File: config.mk
export PLATFORM = sky130hd
export DESIGN_NAME = weighted_random_entry_select_core
export DESIGN_NICKNAME = d
export VERILOG_FILES = /design/src/rtl/core/wres_pkg.sv /design/src/rtl/core/wres_table.sv /design/src/rtl/core/wres_modulo.sv /design/src/rtl/core/weighted_random_entry_select_core.sv
export SDC_FILE = /design/constraint.sdc
export NUM_CORES = 1
export LEC_CHECK = 0
export BUFFER_PORTS_ARGS = -buffer_cell sky130_fd_sc_hd__clkbuf_2
export CORE_UTILIZATION = 35
export CTS_CLUSTER_SIZE = 14
export DETAILED_ROUTE_END_ITERATION = 8
export RECOVER_POWER = 100
export SYNTH_ARGS = -nofsm -noshare
export SYNTH_HDL_FRONTEND = slang
export SYNTH_SLANG_ARGS = --single-unit
File: constraint.sdc
create_clock -name clk -period 5.55 [get_ports clk]
set_clock_uncertainty 0.1 [all_clocks]
set_input_delay 1.3875 -clock clk [delete_from_list [all_inputs] [get_ports clk]]
set_output_delay 1.3875 -clock clk [all_outputs]
set_load 0.02 [all_outputs]
File: src/rtl/core/wres_pkg.sv
// ============================================================================
// Weighted random entry select package
// Shared sizes, codes and helper types for the weighted random select core.
// ============================================================================
package wres_pkg;

    // Table depth and the widths that follow from it.
    localparam int MAX_ENTRIES = 16;
    localparam int IDX_W       = (MAX_ENTRIES > 1) ? $clog2(MAX_ENTRIES) : 1;
    localparam int CNT_W       = $clog2(MAX_ENTRIES + 1);

    // Field widths.
    localparam int RATE_W   = 16;
    localparam int TAG_W    = 16;
    localparam int RND_W    = 31;
    localparam int OP_W     = 2;
    localparam int STATUS_W = 2;
    localparam int OUTIDX_W = 4;

    // A total of nonnegative rates is below 2^15 times the table depth.
    localparam int TOTAL_W  = RATE_W - 1 + IDX_W;
    localparam int BITCNT_W = $clog2(RND_W + 1);

    // Operation codes.
    localparam logic [OP_W-1:0] OP_APPEND = 2'd0;
    localparam logic [OP_W-1:0] OP_SELECT = 2'd1;
    localparam logic [OP_W-1:0] OP_CLEAR  = 2'd2;

    // Result status codes.
    localparam logic [STATUS_W-1:0] ST_CHOSEN = 2'd0;
    localparam logic [STATUS_W-1:0] ST_NONE   = 2'd1;
    localparam logic [STATUS_W-1:0] ST_FULL   = 2'd2;
    localparam logic [STATUS_W-1:0] ST_DONE   = 2'd3;

    // Table write request.
    typedef struct packed {
        logic                    en;
        logic [IDX_W-1:0]        addr;
        logic [RATE_W-1:0]       rate;
        logic [TAG_W-1:0]        tag;
    } tbl_wr_t;

    // Modulo unit request and response.
    typedef struct packed {
        logic                    start;
        logic [RND_W-1:0]        dividend;
        logic [TOTAL_W-1:0]      divisor;
    } div_req_t;

    typedef struct packed {
        logic                    done;
        logic [TOTAL_W-1:0]      remainder;
    } div_rsp_t;

    // Keeps the low bits of a table index for the result port.
    function automatic logic [OUTIDX_W-1:0] to_out_index(input logic [IDX_W-1:0] idx);
        logic [IDX_W+OUTIDX_W-1:0] wide;
        wide = {{OUTIDX_W{1'b0}}, idx};
        return wide[OUTIDX_W-1:0];
    endfunction

endpackage

File: src/rtl/core/wres_table.sv
// ============================================================================
// Entry table
// Rate and tag storage with one write port and one registered read port.
// ============================================================================
module wres_table
(
    input  logic                            clk,
    input  wres_pkg::tbl_wr_t               wr,
    input  logic [wres_pkg::IDX_W-1:0]      rd_addr,
    output logic [wres_pkg::RATE_W-1:0]     rd_rate,
    output logic [wres_pkg::TAG_W-1:0]      rd_tag
);

    logic [wres_pkg::RATE_W-1:0] rate_mem [wres_pkg::MAX_ENTRIES];
    logic [wres_pkg::TAG_W-1:0]  tag_mem  [wres_pkg::MAX_ENTRIES];
    logic [wres_pkg::RATE_W-1:0] rd_rate_reg;
    logic [wres_pkg::TAG_W-1:0]  rd_tag_reg;

    // Storage has no reset; only entries below the fill count are read.
    always_ff @(posedge clk)
    begin
        if (wr.en)
        begin
            rate_mem[wr.addr] <= wr.rate;
            tag_mem[wr.addr]  <= wr.tag;
        end
        rd_rate_reg <= rate_mem[rd_addr];
        rd_tag_reg  <= tag_mem[rd_addr];
    end

    assign rd_rate = rd_rate_reg;
    assign rd_tag  = rd_tag_reg;

endmodule

File: src/rtl/core/wres_modulo.sv
// ============================================================================
// Modulo unit
// Restoring remainder unit that retires one dividend bit per cycle.
// ============================================================================
module wres_modulo
(
    input  logic                 clk,
    input  logic                 rst_n,
    input  wres_pkg::div_req_t   req,
    output wres_pkg::div_rsp_t   rsp
);

    logic                            busy_reg, busy_next;
    logic                            done_reg, done_next;
    logic [wres_pkg::BITCNT_W-1:0]   cnt_reg, cnt_next;
    logic [wres_pkg::TOTAL_W-1:0]    rem_reg, rem_next;
    logic [wres_pkg::RND_W-1:0]      dvd_reg, dvd_next;
    logic [wres_pkg::TOTAL_W-1:0]    div_reg, div_next;
    logic [wres_pkg::TOTAL_W:0]      shifted;

    always_comb
    begin
        busy_next = busy_reg;
        done_next = 1'b0;
        cnt_next  = cnt_reg;
        rem_next  = rem_reg;
        dvd_next  = dvd_reg;
        div_next  = div_reg;
        shifted   = {rem_reg, dvd_reg[wres_pkg::RND_W-1]};

        if (req.start)
        begin
            busy_next = 1'b1;
            cnt_next  = wres_pkg::BITCNT_W'(wres_pkg::RND_W);
            rem_next  = '0;
            dvd_next  = req.dividend;
            div_next  = req.divisor;
        end
        else if (busy_reg)
        begin
            // The partial remainder stays below the divisor, so one subtract suffices.
            if (shifted >= {1'b0, div_reg})
            begin
                rem_next = wres_pkg::TOTAL_W'(shifted - {1'b0, div_reg});
            end
            else
            begin
                rem_next = shifted[wres_pkg::TOTAL_W-1:0];
            end
            dvd_next = {dvd_reg[wres_pkg::RND_W-2:0], 1'b0};
            cnt_next = cnt_reg - 1'b1;
            if (cnt_reg == wres_pkg::BITCNT_W'(1))
            begin
                busy_next = 1'b0;
                done_next = 1'b1;
            end
        end
    end

    always_ff @(posedge clk or negedge rst_n)
    begin
        if (!rst_n)
        begin
            busy_reg <= 1'b0;
            done_reg <= 1'b0;
            cnt_reg  <= '0;
        end
        else
        begin
            busy_reg <= busy_next;
            done_reg <= done_next;
            cnt_reg  <= cnt_next;
        end
    end

    always_ff @(posedge clk)
    begin
        rem_reg <= rem_next;
        dvd_reg <= dvd_next;
        div_reg <= div_next;
    end

    assign rsp.done      = done_reg;
    assign rsp.remainder = rem_reg;

endmodule

File: src/rtl/core/weighted_random_entry_select_core.sv
// ============================================================================
// Weighted random entry select core
// Roulette-wheel selection over a small table of rated, tagged entries.
// ============================================================================
// The core holds up to sixteen entries, each a signed rate and a tag. An
// append transaction stores an entry (status FULL when the table is full),
// a clear transaction empties the table, and both answer DONE. A select
// transaction walks the table once to add up the rates of entries that
// pass the optional tag filter; if a matching entry has a negative rate,
// the pick is random_value mod entry count over all entries. Otherwise
// random_value mod the total picks a point on the wheel and a second walk
// finds the entry whose running sum first exceeds it; a zero total answers
// NONE. Each walk reads one entry per cycle from the single read port of
// the table, and the shared modulo unit retires one of the 31 bits of
// random_value per cycle. One transaction is worked on at a time and
// in_stall stays high until its result has moved into the output register;
// that register lets a new transaction enter while the previous result
// still waits behind out_stall.
module weighted_random_entry_select_core
(
    input  logic                                clk,
    input  logic                                rst_n,

    input  logic                                in_valid,
    output logic                                in_stall,
    input  logic [wres_pkg::OP_W-1:0]           op,
    input  logic signed [wres_pkg::RATE_W-1:0]  entry_rate,
    input  logic [wres_pkg::TAG_W-1:0]          entry_tag,
    input  logic [wres_pkg::RND_W-1:0]          random_value,
    input  logic                                filter_enable,
    input  logic [wres_pkg::TAG_W-1:0]          filter_tag,

    output logic                                out_valid,
    input  logic                                out_stall,
    output logic [wres_pkg::STATUS_W-1:0]       status,
    output logic [wres_pkg::OUTIDX_W-1:0]       chosen_index
);

    typedef enum logic [2:0]
    {
        S_IDLE,
        S_SUM,
        S_DIV,
        S_PICK,
        S_OUT
    } state_t;

    state_t                               state_reg, state_next;
    logic [wres_pkg::CNT_W-1:0]           count_reg, count_next;
    logic [wres_pkg::CNT_W-1:0]           addr_reg, addr_next;
    logic                                 vld_reg, vld_next;
    logic [wres_pkg::IDX_W-1:0]           vidx_reg, vidx_next;
    logic [wres_pkg::TOTAL_W-1:0]         acc_reg, acc_next;
    logic [wres_pkg::TOTAL_W-1:0]         pick_reg, pick_next;
    logic                                 uniform_reg, uniform_next;
    logic [wres_pkg::RND_W-1:0]           rnd_reg, rnd_next;
    logic                                 filt_reg, filt_next;
    logic [wres_pkg::TAG_W-1:0]           ftag_reg, ftag_next;
    logic [wres_pkg::STATUS_W-1:0]        res_status_reg, res_status_next;
    logic [wres_pkg::OUTIDX_W-1:0]        res_index_reg, res_index_next;
    logic                                 out_valid_reg, out_valid_next;
    logic [wres_pkg::STATUS_W-1:0]        status_reg, status_next;
    logic [wres_pkg::OUTIDX_W-1:0]        chosen_index_reg, chosen_index_next;

    wres_pkg::tbl_wr_t                    tbl_wr;
    logic [wres_pkg::RATE_W-1:0]          rd_rate;
    logic [wres_pkg::TAG_W-1:0]           rd_tag;
    wres_pkg::div_req_t                   div_req;
    wres_pkg::div_rsp_t                   div_rsp;

    logic                                 accept;
    logic                                 match;
    logic [wres_pkg::TOTAL_W-1:0]         rate_mag;
    logic [wres_pkg::TOTAL_W-1:0]         acc_sum;
    logic                                 walk_end;
    logic                                 out_free;

    wres_table u_table
    (
        .clk     (clk),
        .wr      (tbl_wr),
        .rd_addr (addr_reg[wres_pkg::IDX_W-1:0]),
        .rd_rate (rd_rate),
        .rd_tag  (rd_tag)
    );

    wres_modulo u_modulo
    (
        .clk   (clk),
        .rst_n (rst_n),
        .req   (div_req),
        .rsp   (div_rsp)
    );

    assign accept   = in_valid && (state_reg == S_IDLE);
    assign in_stall = (state_reg != S_IDLE);

    // Entry read in the previous cycle, as seen by both walks.
    assign match    = !filt_reg || (rd_tag == ftag_reg);
    assign rate_mag = {{(wres_pkg::TOTAL_W-wres_pkg::RATE_W+1){1'b0}},
                       rd_rate[wres_pkg::RATE_W-2:0]};
    assign acc_sum  = acc_reg + rate_mag;
    // All reads issued and the last one consumed.
    assign walk_end = !vld_reg && (addr_reg >= count_reg);
    assign out_free = !out_valid_reg || !out_stall;

    always_comb
    begin
        state_next        = state_reg;
        count_next        = count_reg;
        addr_next         = addr_reg;
        vld_next          = 1'b0;
        vidx_next         = vidx_reg;
        acc_next          = acc_reg;
        pick_next         = pick_reg;
        uniform_next      = uniform_reg;
        rnd_next          = rnd_reg;
        filt_next         = filt_reg;
        ftag_next         = ftag_reg;
        res_status_next   = res_status_reg;
        res_index_next    = res_index_reg;
        out_valid_next    = out_valid_reg && out_stall;
        status_next       = status_reg;
        chosen_index_next = chosen_index_reg;

        tbl_wr.en         = 1'b0;
        tbl_wr.addr       = count_reg[wres_pkg::IDX_W-1:0];
        tbl_wr.rate       = $unsigned(entry_rate);
        tbl_wr.tag        = entry_tag;

        div_req.start     = 1'b0;
        div_req.dividend  = rnd_reg;
        div_req.divisor   = acc_reg;

        // Read issue for both walks: one entry per cycle below the count.
        if ((state_reg == S_SUM) || (state_reg == S_PICK))
        begin
            if (addr_reg < count_reg)
            begin
                vld_next  = 1'b1;
                vidx_next = addr_reg[wres_pkg::IDX_W-1:0];
                addr_next = addr_reg + 1'b1;
            end
        end

        case (state_reg)
            S_IDLE:
            begin
                if (accept)
                begin
                    rnd_next        = random_value;
                    filt_next       = filter_enable;
                    ftag_next       = filter_tag;
                    res_index_next  = '0;
                    res_status_next = wres_pkg::ST_NONE;
                    state_next      = S_OUT;
                    case (op)
                        wres_pkg::OP_APPEND:
                        begin
                            if (count_reg == wres_pkg::CNT_W'(wres_pkg::MAX_ENTRIES))
                            begin
                                res_status_next = wres_pkg::ST_FULL;
                            end
                            else
                            begin
                                tbl_wr.en       = 1'b1;
                                count_next      = count_reg + 1'b1;
                                res_status_next = wres_pkg::ST_DONE;
                            end
                        end
                        wres_pkg::OP_CLEAR:
                        begin
                            count_next      = '0;
                            res_status_next = wres_pkg::ST_DONE;
                        end
                        wres_pkg::OP_SELECT:
                        begin
                            if (count_reg != '0)
                            begin
                                addr_next  = '0;
                                acc_next   = '0;
                                state_next = S_SUM;
                            end
                        end
                        default:
                        begin
                            res_status_next = wres_pkg::ST_NONE;
                        end
                    endcase
                end
            end

            S_SUM:
            begin
                if (vld_reg && match && rd_rate[wres_pkg::RATE_W-1])
                begin
                    // A negative rate switches to a uniform pick over all entries.
                    uniform_next     = 1'b1;
                    div_req.start    = 1'b1;
                    div_req.divisor  = {{(wres_pkg::TOTAL_W-wres_pkg::CNT_W){1'b0}}, count_reg};
                    vld_next         = 1'b0;
                    state_next       = S_DIV;
                end
                else if (vld_reg)
                begin
                    if (match)
                    begin
                        acc_next = acc_sum;
                    end
                end
                else if (walk_end)
                begin
                    if (acc_reg == '0)
                    begin
                        res_status_next = wres_pkg::ST_NONE;
                        res_index_next  = '0;
                        state_next      = S_OUT;
                    end
                    else
                    begin
                        uniform_next  = 1'b0;
                        div_req.start = 1'b1;
                        state_next    = S_DIV;
                    end
                end
            end

            S_DIV:
            begin
                if (div_rsp.done)
                begin
                    if (uniform_reg)
                    begin
                        res_status_next = wres_pkg::ST_CHOSEN;
                        res_index_next  = div_rsp.remainder[wres_pkg::OUTIDX_W-1:0];
                        state_next      = S_OUT;
                    end
                    else
                    begin
                        pick_next  = div_rsp.remainder;
                        addr_next  = '0;
                        acc_next   = '0;
                        state_next = S_PICK;
                    end
                end
            end

            S_PICK:
            begin
                if (vld_reg)
                begin
                    if (match && !rd_rate[wres_pkg::RATE_W-1] && (rd_rate != '0))
                    begin
                        acc_next = acc_sum;
                        if (pick_reg < acc_sum)
                        begin
                            res_status_next = wres_pkg::ST_CHOSEN;
                            res_index_next  = wres_pkg::to_out_index(vidx_reg);
                            vld_next        = 1'b0;
                            state_next      = S_OUT;
                        end
                    end
                end
                else if (walk_end)
                begin
                    res_status_next = wres_pkg::ST_NONE;
                    res_index_next  = '0;
                    state_next      = S_OUT;
                end
            end

            S_OUT:
            begin
                if (out_free)
                begin
                    out_valid_next    = 1'b1;
                    status_next       = res_status_reg;
                    chosen_index_next = res_index_reg;
                    state_next        = S_IDLE;
                end
            end

            default:
            begin
                state_next = S_IDLE;
            end
        endcase
    end

    always_ff @(posedge clk or negedge rst_n)
    begin
        if (!rst_n)
        begin
            state_reg        <= S_IDLE;
            count_reg        <= '0;
            vld_reg          <= 1'b0;
            out_valid_reg    <= 1'b0;
            status_reg       <= '0;
            chosen_index_reg <= '0;
        end
        else
        begin
            state_reg        <= state_next;
            count_reg        <= count_next;
            vld_reg          <= vld_next;
            out_valid_reg    <= out_valid_next;
            status_reg       <= status_next;
            chosen_index_reg <= chosen_index_next;
        end
    end

    always_ff @(posedge clk)
    begin
        addr_reg         <= addr_next;
        vidx_reg         <= vidx_next;
        acc_reg          <= acc_next;
        pick_reg         <= pick_next;
        uniform_reg      <= uniform_next;
        rnd_reg          <= rnd_next;
        filt_reg         <= filt_next;
        ftag_reg         <= ftag_next;
        res_status_reg   <= res_status_next;
        res_index_reg    <= res_index_next;
    end

    assign out_valid    = out_valid_reg;
    assign status       = status_reg;
    assign chosen_index = chosen_index_reg;

endmodule

# Word level (Yosys, flattened, before mapping)
# Memory sizes are Yosys's and may differ from the RTL's. A register that Yosys moved wholly into a read port is not among the register bits.
# Cells that the tools add are included.
[word_totals]
ff_bits = 194
n_memories = 2
mem_bits_ro = 0
out_inout_bits = 8
elab_cells = 198
latch_bits = 0
ram_bits = 512
[mem_list]
columns = ["name", "depth", "word_bits", "rd", "rd_ports_with_merged_regs", "write_ports", "line_no", "rtl"]
rows = [
  ["u_table.rate_mem", 16, 16, 1, 1, 1, "wres_table.sv:14", "logic [wres_pkg::RATE_W-1:0] rate_mem [wres_pkg::MAX_ENTRIES];"],
  ["u_table.tag_mem", 16, 16, 1, 1, 1, "wres_table.sv:15", "logic [wres_pkg::TAG_W-1:0] tag_mem [wres_pkg::MAX_ENTRIES];"],
]
[classes]
eq_ne = 32
multipliers = 0
n_shift = 0
muxes = 98
bitwise = 1
div_mod_pow = 0
order_cmp = 4
addsub = 5
n_reduce_logical = 34
[ops]
columns = ["operator", "count"]
rows = [
  ["19-bit 2-to-1 mux", 13],
  ["19-bit case mux with 4 select lines", 1],
  ["31-bit 2-to-1 mux", 2],
  ["5-bit 2-to-1 mux", 10],
  ["4-bit 2-to-1 mux", 11],
  ["3-bit 2-to-1 mux", 14],
  ["1-bit 2-to-1 mux", 29],
  ["2-bit inequality test, second input constant", 12],
  ["2-bit 2-to-1 mux", 11],
  ["11-bit AND reduction", 2],
  ["20-bit by 19-bit >= comparator with 1-bit output", 1],
  ["5-bit case mux with 2 select lines", 2],
  ["19-bit by 15-bit adder with 19-bit output", 1],
  ["19-bit logical NOT", 1],
  ["19-bit less-than comparator", 1],
  ["19-bit subtractor", 1],
  ["16-bit equality test", 1],
  ["4-bit case mux with 4 select lines", 1],
  ["16-bit nonzero test", 1],
  ["3-bit case mux with 5 select lines", 1],
  ["2-bit by 1-bit inequality test with 1-bit output, second input constant", 6],
  ["3-bit by 2-bit inequality test with 1-bit output, second input constant", 4],
  ["5-bit by 1-bit adder with 5-bit output, second input constant", 2],
  ["2-bit case mux with 4 select lines", 1],
  ["other kinds (27)", 45],
]

# Depth between registers and ports, before layout
# Gate-level depths: netlist of the first run.
[logic_depth]
depth_word = 7
mapped_depth = 19

# Cells and area by module
# A second synthesis of the first run with hierarchy kept.
[unflattened]
hier_cells = 1689
area_unflattened_um2 = 29925.0
[modules_own_cells]
columns = ["module", "area_each_um2", "cells_per_inst", "instances"]
rows = [
  ["wres_table", 19836.5, 838, 1],
  ["weighted_random_entry_select_core", 5908.2, 473, 1],
  ["wres_modulo", 4180.3, 378, 1],
]

# Least setup slack after synthesis of the first run
# OpenSTA, ideal clock, no wires.
[synth_timing]
kind = "input-to-reg"
from = "input op[1] in the netlist's numbering"
to = "register acc_reg[0] in the netlist's numbering, enable pin"
cell_stages = 5
n_path_buf = 0
setup_slack_ps = 117
t_arrival_ps = 4834
required_time_ps = 4950
cell_sequence = "inv_1 -> a31oi_1 -> a21oi_1 -> nor2_1 -> a2111oi_0"
[synth_via]
elab_chain_cells = 3
[synth_lines]
columns = ["item", "line_no", "rtl"]
rows = [
  ["start, declared", "weighted_random_entry_select_core.sv:26", "input logic [wres_pkg::OP_W-1:0] op,"],
  ["2-bit by 1-bit equality test with 1-bit output", "weighted_random_entry_select_core.sv:157", "case (op)"],
  ["2-bit by 1-bit inequality test with 1-bit output (no line)", "-", ""],
  ["11-bit AND reduction (no line)", "-", ""],
  ["end signal, assigned", "weighted_random_entry_select_core.sv:316", "acc_reg <= acc_next;"],
  ["end, declared", "weighted_random_entry_select_core.sv:53", "logic [wres_pkg::TOTAL_W-1:0] acc_reg, acc_next;"],
]
# No other way between the ends.
# A chain may end at the register's enable or synchronous reset.

# Worst setup path after layout of the first run
[layout_timing]
from = "input in_valid"
to = "memory u_table.rate_mem[1][2] in the netlist's numbering, enable pin"
[layout_via]
elab_chain_cells = 5
[layout_lines]
columns = ["item", "line_no", "rtl"]
rows = [
  ["start, declared", "weighted_random_entry_select_core.sv:24", "input logic in_valid,"],
  ["1-bit logical AND", "weighted_random_entry_select_core.sv:95", "assign accept = in_valid && (state_reg == S_IDLE);"],
  ["1-bit 2-to-1 mux", "weighted_random_entry_select_core.sv:149", "if (accept)"],
  ["1-bit 2-to-1 mux", "weighted_random_entry_select_core.sv:146", "case (state_reg)"],
  ["1-bit 2-to-1 mux", "wres_table.sv:22", "if (wr.en)"],
  ["1-bit 2-to-1 mux (not written as such)", "wres_table.sv:24", "rate_mem[wr.addr] <= wr.rate;"],
  ["end, declared", "wres_table.sv:14", ""],
]
# No other way between the ends.

==> results of run 1 <==
[report_power, final]
part	switching [uW]	internal (uW)	total [uW]
registers	531	6920	7450
clock network	2110	2760	4870
logic	2840	2440	5290
total	5490	12100	17600
[path summary, 6_finish.rpt]
path	startpoint	end	slack, ps
max in group asynchronous	rst_n	count_reg[3]	3500
max	in_valid	u_table.rate_mem[1][2]	460
min in group asynchronous	rst_n	u_modulo.cnt_reg[0]	1010
min	res_index_reg[1]	chosen_index[1]	380
max reg2reg	state_reg[0]	u_table.rate_mem[1][2]	490
min reg2reg	res_index_reg[1]	chosen_index[1]	380
[cell usage in the layout, fill, tap and decap left out, types with 27 or more instances in the layout]
| master | instances |
|---|---|
| inv_1 | 44 |
| o21ai_0 | 40 |
| nor2_1 | 64 |
| edfxtp_1 | 659 |
| xnor2_1 | 35 |
| mux2_1 | 27 |
| dfxtp_1 | 55 |
| clkbuf_16 | 78 |
| clkbuf_2 | 54 |
| clkbuf_1 | 91 |
| a21oi_1 | 39 |
| ha_1 | 64 |
| mux4_2 | 160 |
| nand2_1 | 49 |
[critical path: cells and delay by family]
family        cells  cell delay, ps
buf+inv           2            1500
simple gates      5            2280
[stage by stage]
stage / hold slack, ps / instances / power (uW) / setup WS [ps]
2_1_floorplan: 326.2 / 1594 / 11320 / 116.6
3_3_place_gp: 368.0 / 2794 / 12910 / 529.4
3_5_place_dp: 366.9 / 2794 / 13010 / 550.2
4_1_cts: 379.6 / 2933 / 17940 / 554.6
5_1_grt: 382.9 / 2934 / 18610 / 106.2
6_report: 375.5 / 2934 / 17610 / 462.7
[cells by family (layout without fill, tap and decap cells)]
group / Yosys count / after routing / share of synthesized area (%)
AOI/OAI and AO/OA: 164 / 164 / 3.587
xor gates and xnor gates: 54 / 54 / 1.582
adders and majority gates: 66 / 66 / 2.813
buffers and inverters: 107 / 312 / 1.544
DFF: 738 / 738 / 71.87
muxes: 214 / 214 / 14.34
other: 0 / 1 / 0
and+or+nand+nor: 251 / 251 / 4.265
[cell type report]
| type | instances | share of cell area (%) |
|---|---|---|
| Tap cell | 1134 | 4.183 |
| Antenna cell | 1 | 0.007378 |
| Sequential cell | 738 | 63.35 |
| Clock buffer | 106 | 6.183 |
| Timing Repair Buffer | 128 | 1.730 |
| Clock inverter | 33 | 0.8596 |
| Inverter | 45 | 0.4980 |
| Multi-Input combinational cell | 749 | 23.19 |
[per-layer routing]
metal / track usage [%] / part of all wire [%]
met3: 3.446 / 6.2
met2: 24.15 / 47
met4: 3.646 / 1.8
met1: 21.49 / 45
met5: 0 / 0.11
==> flow_metrics.env, run 1 <==
export IMPL_setup_viol=0
export IMPL_synth_edf_count=659
export IMPL_synth_seq_cells=738
export IMPL_required_ps=5650
export IMPL_worst_slew_pin_slew_ps=3967
export IMPL_postSynthNetCount=1746
export IMPL_ys_types=68
export IMPL_cp_common_cell="nor3_1"
export IMPL_synth_commonest_cells="edfxtp_1, mux4_2, ha_1, nor2_1, dfxtp_1"
export IMPL_hold_path_depth=1
export IMPL_grt_pass1_wl_um=98110
export IMPL_reg_top3="u_table.rate_mem x256, u_table.tag_mem x256"
export IMPL_antenna_found_initial=8
export IMPL_worstRegToRegCells=6
export IMPL_fin_crit_ps=5087
export IMPL_utilization_pct=40.34
export IMPL_path_cells="clkbuf_2, nand2b_1, nor3_1, nand3_1, nor3_1, and2_0, clkbuf_1"
export IMPL_synth_top_area_share_pct=66.20
export IMPL_cp_end_kind="register"
export IMPL_tritoncts="built"
export IMPL_cts_setup_buffers=0
export IMPL_cts_buffers=77
export IMPL_wire_per_inst_um=22.33
export IMPL_die_area_um2=86580
export IMPL_p_leak_uw=0.01118
export IMPL_nNetsFinal=1891
export IMPL_row_count=106
export IMPL_port_buffers=93
export IMPL_slowest_stage="clkbuf_1"
export IMPL_grt_ovfl_total=0
export IMPL_grt_usage_pct=15.31
export IMPL_clk_pin_slew_ps=50
export IMPL_tns_ps=0
export IMPL_vias_per_cell=5.151
export IMPL_synth_area_um2=29890
export IMPL_power_density_nw_per_um2=519.2
export IMPL_hold_viol_final=0
export IMPL_clock_latency_ps=630
export IMPL_grt_pass1_vias=15530
export IMPL_maxCapViolations=14
export IMPL_final_layout_size_suffix_gt1_share_pct=19.46
export IMPL_violations="capacitance limit, slew limit"
export IMPL_clock_sinks=738
export IMPL_synth_most_common_cell="edfxtp_1"
export IMPL_peakVddDrop_uv=293.3
export IMPL_post_cts_resized=0
export IMPL_num_vias=15110
export IMPL_dieHeight_um=294.3
export IMPL_slew_headroom_pct=-164.4
export IMPL_finalMaxSlewViolations=281
export IMPL_core_area_um2=84090
export IMPL_dpl_hpwl_um=37830
export IMPL_drtIter0Drc=1205
export IMPL_drc=0
export IMPL_path_max_fanout=20
export IMPL_rsz0062_at_grt="no"
export IMPL_synth_cells=1594
export IMPL_yosys_warnings=0
export IMPL_ant_nets=0
export IMPL_place_area_um2=31850
export IMPL_initial_core_util_pct=35.55
export IMPL_fmax_mhz=196.6
export IMPL_cts_max_level=3
export IMPL_clk_path_buf_depth=3
export IMPL_fin_area_um2=33920
export IMPL_cp_arrival_ps=5180
export IMPL_hold_path_class="reg2reg"
export IMPL_seqCellArea_um2=21490
export IMPL_yosysSeqAreaShare_pct=71.87
export IMPL_drt_wl_total_um=65510
export IMPL_avgSynthCellArea_um2=18.75
export IMPL_critPathMaxStageDelay_ps=1390
export IMPL_start_kind="input port"
export IMPL_io_pins=94
export IMPL_grt_max_degree=101
export IMPL_syn_to_final_growth_pct=13.46
export IMPL_fill_cells=7629
export IMPL_synth_top_area_cell="edfxtp_1"
export IMPL_run_status="finished, violations left"
export IMPL_multi_input_area_um2=7864
export IMPL_die_w_um=294.3
export IMPL_async_reset_ff_share_pct=3.117
export IMPL_path_class="in2reg"
export IMPL_gp_congestion=0.8117
export IMPL_yosys_most_used_dff="edfxtp_1"
export IMPL_synth_area_leaders="edfxtp_1, mux4_2, dfxtp_1, ha_1, dfrtp_1"
export IMPL_drt_first_pass_iters=5
export IMPL_cts_hold_buf=0
export IMPL_period_share_pct=91.66
export IMPL_cts_root_buf="clkbuf_16"
Note: power is estimated with default switching activity, not from simulation.
==> run 2, diff against run 1 <==
--- a/config.mk
+++ b/config.mk
@@ -6,6 +6,7 @@
 export NUM_CORES = 1
 export LEC_CHECK = 0
 export BUFFER_PORTS_ARGS = -buffer_cell sky130_fd_sc_hd__clkbuf_2
+export CORE_ASPECT_RATIO = 0.75
 export CORE_UTILIZATION = 35
 export CTS_CLUSTER_SIZE = 14
 export DETAILED_ROUTE_END_ITERATION = 8
==> flow_metrics.env, run 2 (synthesis results as in run 1) <==
export IMPL_clk_pin_slew_ps=60
export IMPL_slowest_stage="edfxtp_1"
export IMPL_row_count=92
export IMPL_cts_hold_buf=0
export IMPL_mostFrequentLayoutCells="edfxtp_1, mux4_2, clkbuf_1"
export IMPL_p_leak_uw=0.01115
export IMPL_hold_viol_final=0
export IMPL_intPower_uw=12150
export IMPL_required_ps=5780
export IMPL_drt_wl_total_um=66040
export IMPL_die_area_um2=86590
export IMPL_drt_first_pass_iters=5
export IMPL_io_pins=94
export IMPL_violations="capacitance limit, slew limit"
export IMPL_tns_ps=0
export IMPL_slew_headroom_pct=-160.7
export IMPL_post_cts_resized=0
export IMPL_die_w_um=339.5
export IMPL_final_common_cell="edfxtp_1"
export IMPL_grt_usage_pct=15.29
export IMPL_clkPwrFrac_pct=27.2
export IMPL_r2r_start="acc_reg[0]"
export IMPL_start_kind="register"
export IMPL_grt_pass1_vias=15180
export IMPL_rsz0062_at_grt="no"
export IMPL_run_status="finished, violations left"
export IMPL_gp_congestion=0.8170
export IMPL_crit_start="acc_reg[0]"
export IMPL_fmax_mhz=195.3
export IMPL_cp_depth=20
export IMPL_setup_viol=0
export IMPL_cts_buffers=71
export IMPL_cts_root_buf="clkbuf_16"
export IMPL_drc=0
export IMPL_path_cells="ha_1, fa_1, a21o_1, a21oi_1, o21ai_0, a311oi_1, nor2_1, o21a_1, o21ai_0, o31ai_1, ha_1, nand3_1, a21oi_1, a211oi_1, o21ai_0, o21ai_0, nand4_1, and3b_1, nor4_1, buf_4"
export IMPL_hold_path_class="reg2reg"
export IMPL_grt_ovfl_total=0
export IMPL_dpl_cell_count=2787
export IMPL_final_layout_size_suffix_gt1_share_pct=19.56
export IMPL_cp_common_cell="o21ai_0"
export IMPL_seqPwrFrac_pct=42.2
export IMPL_grt_pass1_wl_um=98510
export IMPL_swShare_pct=31.16
export IMPL_timing_rr_end="res_index_reg[3]"
export IMPL_fin_crit_ps=5120
export IMPL_cts_max_level=3
export IMPL_antenna_found_initial=8
export IMPL_core_area_um2=84260
export IMPL_path_buf_inv=1
export IMPL_initial_core_util_pct=35.48
export IMPL_num_vias=15020
export IMPL_worstRegToRegCells=20
export IMPL_reg_top3="u_table.rate_mem x256, u_table.tag_mem x256"
export IMPL_fin_cells=2917
export IMPL_clock_latency_ps=620
export IMPL_power_density_nw_per_um2=521.9
export IMPL_wire_per_inst_um=22.64
export IMPL_clock_sinks=738
export IMPL_critPathMaxStageDelay_ps=420
export IMPL_finalMaxSlewViolations=454
export IMPL_fill_cells=7551
export IMPL_path_delay_family="compound AO/OA/AOI/OAI gates"
export IMPL_dieHeight_um=255.1
export IMPL_tritoncts="built"
export IMPL_period_share_pct=92.25
export IMPL_drtIter0Drc=1252
export IMPL_cts_setup_buffers=0
export IMPL_peakVddDrop_uv=314.1
export IMPL_port_buffers=93
export IMPL_cp_arrival_ps=5350
export IMPL_path_max_fanout=6
export IMPL_crit_path_end="res_index_reg[3]"
export IMPL_cp_end_kind="register"
export IMPL_clk_path_buf_depth=3
export IMPL_power_total_uw=17640
export IMPL_vias_per_cell=5.149
export IMPL_grt_max_degree=105
export IMPL_p_sw_uw=5497
export IMPL_ant_nets=0
export IMPL_share_comb_of_total_power_pct=30.6
export IMPL_dpl_hpwl_um=39060
export IMPL_reg2reg_slack_ps=430
export IMPL_nNetsFinal=1884
export IMPL_syn_to_final_growth_pct=13.09
export IMPL_holdCritStartpoint="u_modulo.rem_reg[18]"
export IMPL_maxCapViolations=14
export IMPL_worst_slew_pin_slew_ps=3911
export IMPL_path_class="reg2reg"
export IMPL_insertedDiodeCount=0
==> run 2: cell count changes in the layout (fill, tap and decap cells not counted), sizes merged <==
cell    change
buf         -2
diode       -1
bufinv      +3
clkbuf      -9
clkinv      -1
inv         -1
==> run 2: worst min-delay path by stage <==
stage | endpoint | cells after the start
final | pick_reg[18] | 0
after global routing | pick_reg[18] | 0
after CTS | pick_reg[18] | 0
after detailed placement | pick_reg[18] | 0
after global placement | pick_reg[18] | 0
after floorplan | pick_reg[18] | 0
==> run 2: cell type report <==
cell class | count | area (um^2) | share of cell area, %
multi-input cells | 749 | 7864 | 23.26
repair buffers | 127 | 576.8 | 1.706
clock inverters | 34 | 351.6 | 1.040
well taps | 1128 | 1411 | 4.175
inverters | 45 | 168.9 | 0.4996
clock buffers | 96 | 1944 | 5.751
flip-flops and latches | 738 | 21490 | 63.57
==> run 2: metal layers <==
layer / global-route usage [%] / part of all wire [%]
met1: 22.11 / 47
met2: 23.21 / 45
met3: 3.617 / 6.4
met4: 3.835 / 2.0
met5: 0 / 0.11
==> run 2: through the flow <==
step / util, % / worst slack (ps) / hold slack (ps) / cell area, um^2
2_1_floorplan: - / 116.6 / 326.2 / 29890
4_1_cts: 40.49 / 629.4 / 354.2 / 34120
6_report: 40.12 / 430.0 / 362.3 / 33810
3_5_place_dp: 37.77 / 646.3 / 353.5 / 31820
3_3_place_gp: 37.77 / 577.4 / 345.4 / 31820
5_1_grt: 40.12 / 184.9 / 374.2 / 33810
==> run 2: power by group through the flow <==
stage	clock [uW]	sequential, uW	combinational [uW]
floorplan	0	7260	4050
global placement	0	7550	5360
detailed placement	0	7570	5470
CTS	4920	7460	5520
global route	5130	7540	5940
finish	4800	7450	5390
==> run 3, diff against run 2 <==
--- a/config.mk
+++ b/config.mk
@@ -7,7 +7,7 @@
 export LEC_CHECK = 0
 export BUFFER_PORTS_ARGS = -buffer_cell sky130_fd_sc_hd__clkbuf_2
 export CORE_ASPECT_RATIO = 0.75
-export CORE_UTILIZATION = 35
+export CORE_UTILIZATION = 40
 export CTS_CLUSTER_SIZE = 14
 export DETAILED_ROUTE_END_ITERATION = 8
 export RECOVER_POWER = 100
==> flow_metrics.env, run 3 (synthesis results as in run 1) <==
export IMPL_holdPathEnd="chosen_index[0]"
export IMPL_clock_latency_ps=620
export IMPL_rsz0062_at_grt="no"
export IMPL_maxCapViolations=17
export IMPL_violations="DRC, capacitance limit, slew limit"
export IMPL_vias_per_cell=5.502
export IMPL_setup_viol=0
export IMPL_finalWorstSetupSlack_ps=277.1
export IMPL_reg_top3="u_table.rate_mem x256, u_table.tag_mem x256"
export IMPL_grt_pass1_vias=15510
export IMPL_fmax_mhz=189.6
export IMPL_period_share_pct=95.01
export IMPL_die_w_um=317.7
export IMPL_power_density_nw_per_um2=519.6
export IMPL_tns_ps=0
export IMPL_grt_max_degree=109
export IMPL_wire_per_inst_um=23.70
export IMPL_reg2reg_slack_ps=280
export IMPL_row_count=86
export IMPL_slew_headroom_pct=-158.3
export IMPL_drc=2
export IMPL_io_pins=94
export IMPL_grt_ovfl_total=0
export IMPL_clock_sinks=738
export IMPL_drt_wl_total_um=65390
export IMPL_worst_slew_pin_slew_ps=3875
export IMPL_timing_rr_end="u_modulo.dvd_reg[1]"
export IMPL_path_class="reg2reg"
export IMPL_cts_hold_buf=0
export IMPL_post_cts_resized=0
export IMPL_syn_to_final_growth_pct=12.22
export IMPL_run_status="finished, violations left"
export IMPL_cts_root_buf="clkbuf_16"
export IMPL_grt_pass1_wl_um=98980
export IMPL_final_common_cell="edfxtp_1"
export IMPL_core_area_um2=73710
export IMPL_hold_path_class="reg2reg"
export IMPL_cts_setup_buffers=0
export IMPL_drtIter0Drc=1623
export IMPL_finalMaxSlewViolations=340
export IMPL_drt_first_pass_iters=8
export IMPL_cts_buffers=71
export IMPL_dieHeight_um=238.8
export IMPL_num_vias=15180
export IMPL_die_area_um2=75840
export IMPL_mostFrequentLayoutCells="edfxtp_1, mux4_2, clkbuf_1"
export IMPL_hold_viol_final=0
export IMPL_antenna_found_initial=10
export IMPL_fin_crit_ps=5273
export IMPL_holdCritStartpoint="res_index_reg[0]"
export IMPL_grt_usage_pct=17.56
export IMPL_p_leak_uw=0.01112
export IMPL_initial_core_util_pct=40.56
export IMPL_final_layout_size_suffix_gt1_share_pct=19.39
export IMPL_hold_path_depth=1
export IMPL_nNetsFinal=1887
export IMPL_clk_pin_slew_ps=60
export IMPL_gp_congestion=0.8085
export IMPL_ant_nets=0
export IMPL_cp_end_kind="register"
export IMPL_cts_max_level=3
export IMPL_clk_path_buf_depth=3
export IMPL_path_max_fanout=40
export IMPL_cp_arrival_ps=5500
export IMPL_power_total_uw=17430
export IMPL_r2r_start="ftag_reg[10]"
export IMPL_peakVddDrop_uv=312.9
export IMPL_port_buffers=93
export IMPL_required_ps=5780
export IMPL_worstRegToRegCells=7
export IMPL_start_kind="register"
export IMPL_pre_cts_ws_ps=668.7
export IMPL_tritoncts="built"
export IMPL_dpl_hpwl_um=38570
-- run 3: critical path, stage by stage (launching register included) --
cell and delay, ps:
edfxtp_1 390, xnor2_1 250, nand4_1 170, o41ai_1 1630, nand3_1 1190, a21boi_4 470
buf_4 330, mux2_1 420
-- run 3: metal layers --
metal / GRT usage, % / share of wire [%] / wire [um] / up-vias
li1: - / - / - / 6676
met1: 26.04 / 47 / 30760 / 7941
met2: 26.28 / 44 / 29030 / 434
met3: 4.160 / 6.7 / 4371 / 115
met4: 3.854 / 1.7 / 1135 / 14
met5: 0 / 0.14 / 93 / -
-- run 3: worst max-delay path by stage --
stage,start,slack (ps),depth (start not counted),endpoint
floorplan,op[1],120,5,acc_reg[0]
global placement,acc_reg[0],580,20,res_status_reg[0]
detailed placement,acc_reg[0],670,20,res_index_reg[0]
CTS,acc_reg[0],630,20,res_index_reg[0]
global route,state_reg[0],110,6,u_table.rate_mem[9][10]
finish,ftag_reg[10],280,7,u_modulo.dvd_reg[1]
-- run 3: metrics by stage --
stage | hold slack (ps) | area, um^2 | util, % | std cells
floorplan | 326.2 | 29890 | - | 1594
global placement | 365.2 | 31670 | 42.97 | 2630
detailed placement | 365.2 | 31670 | 42.97 | 2630
CTS | 378.6 | 33900 | 45.99 | 2758
global route | 393.7 | 33540 | 45.51 | 2758
finish | 374.9 | 33550 | 45.51 | 2759
-- run 3: power by group --
part	leakage, uW	internal, uW	total [uW]	switching, uW
clock	0.00109	2660	4700	2030
combinational	0.00327	2440	5290	2850
sequential	0.00676	6910	7440	532
total	0.0111	12000	17400	5420
-- run 3: cell type report --
cell class	instances	area, um^2
Multi-Input combinational cell	749	7848
Inverter	45	168.9
Clock buffer	106	2018
Tap cell	968	1211
Fill cell	6260	40160
Sequential cell	738	21490
Timing Repair Buffer	130	601.8
Antenna cell	1	2.502
Clock inverter	22	210.2
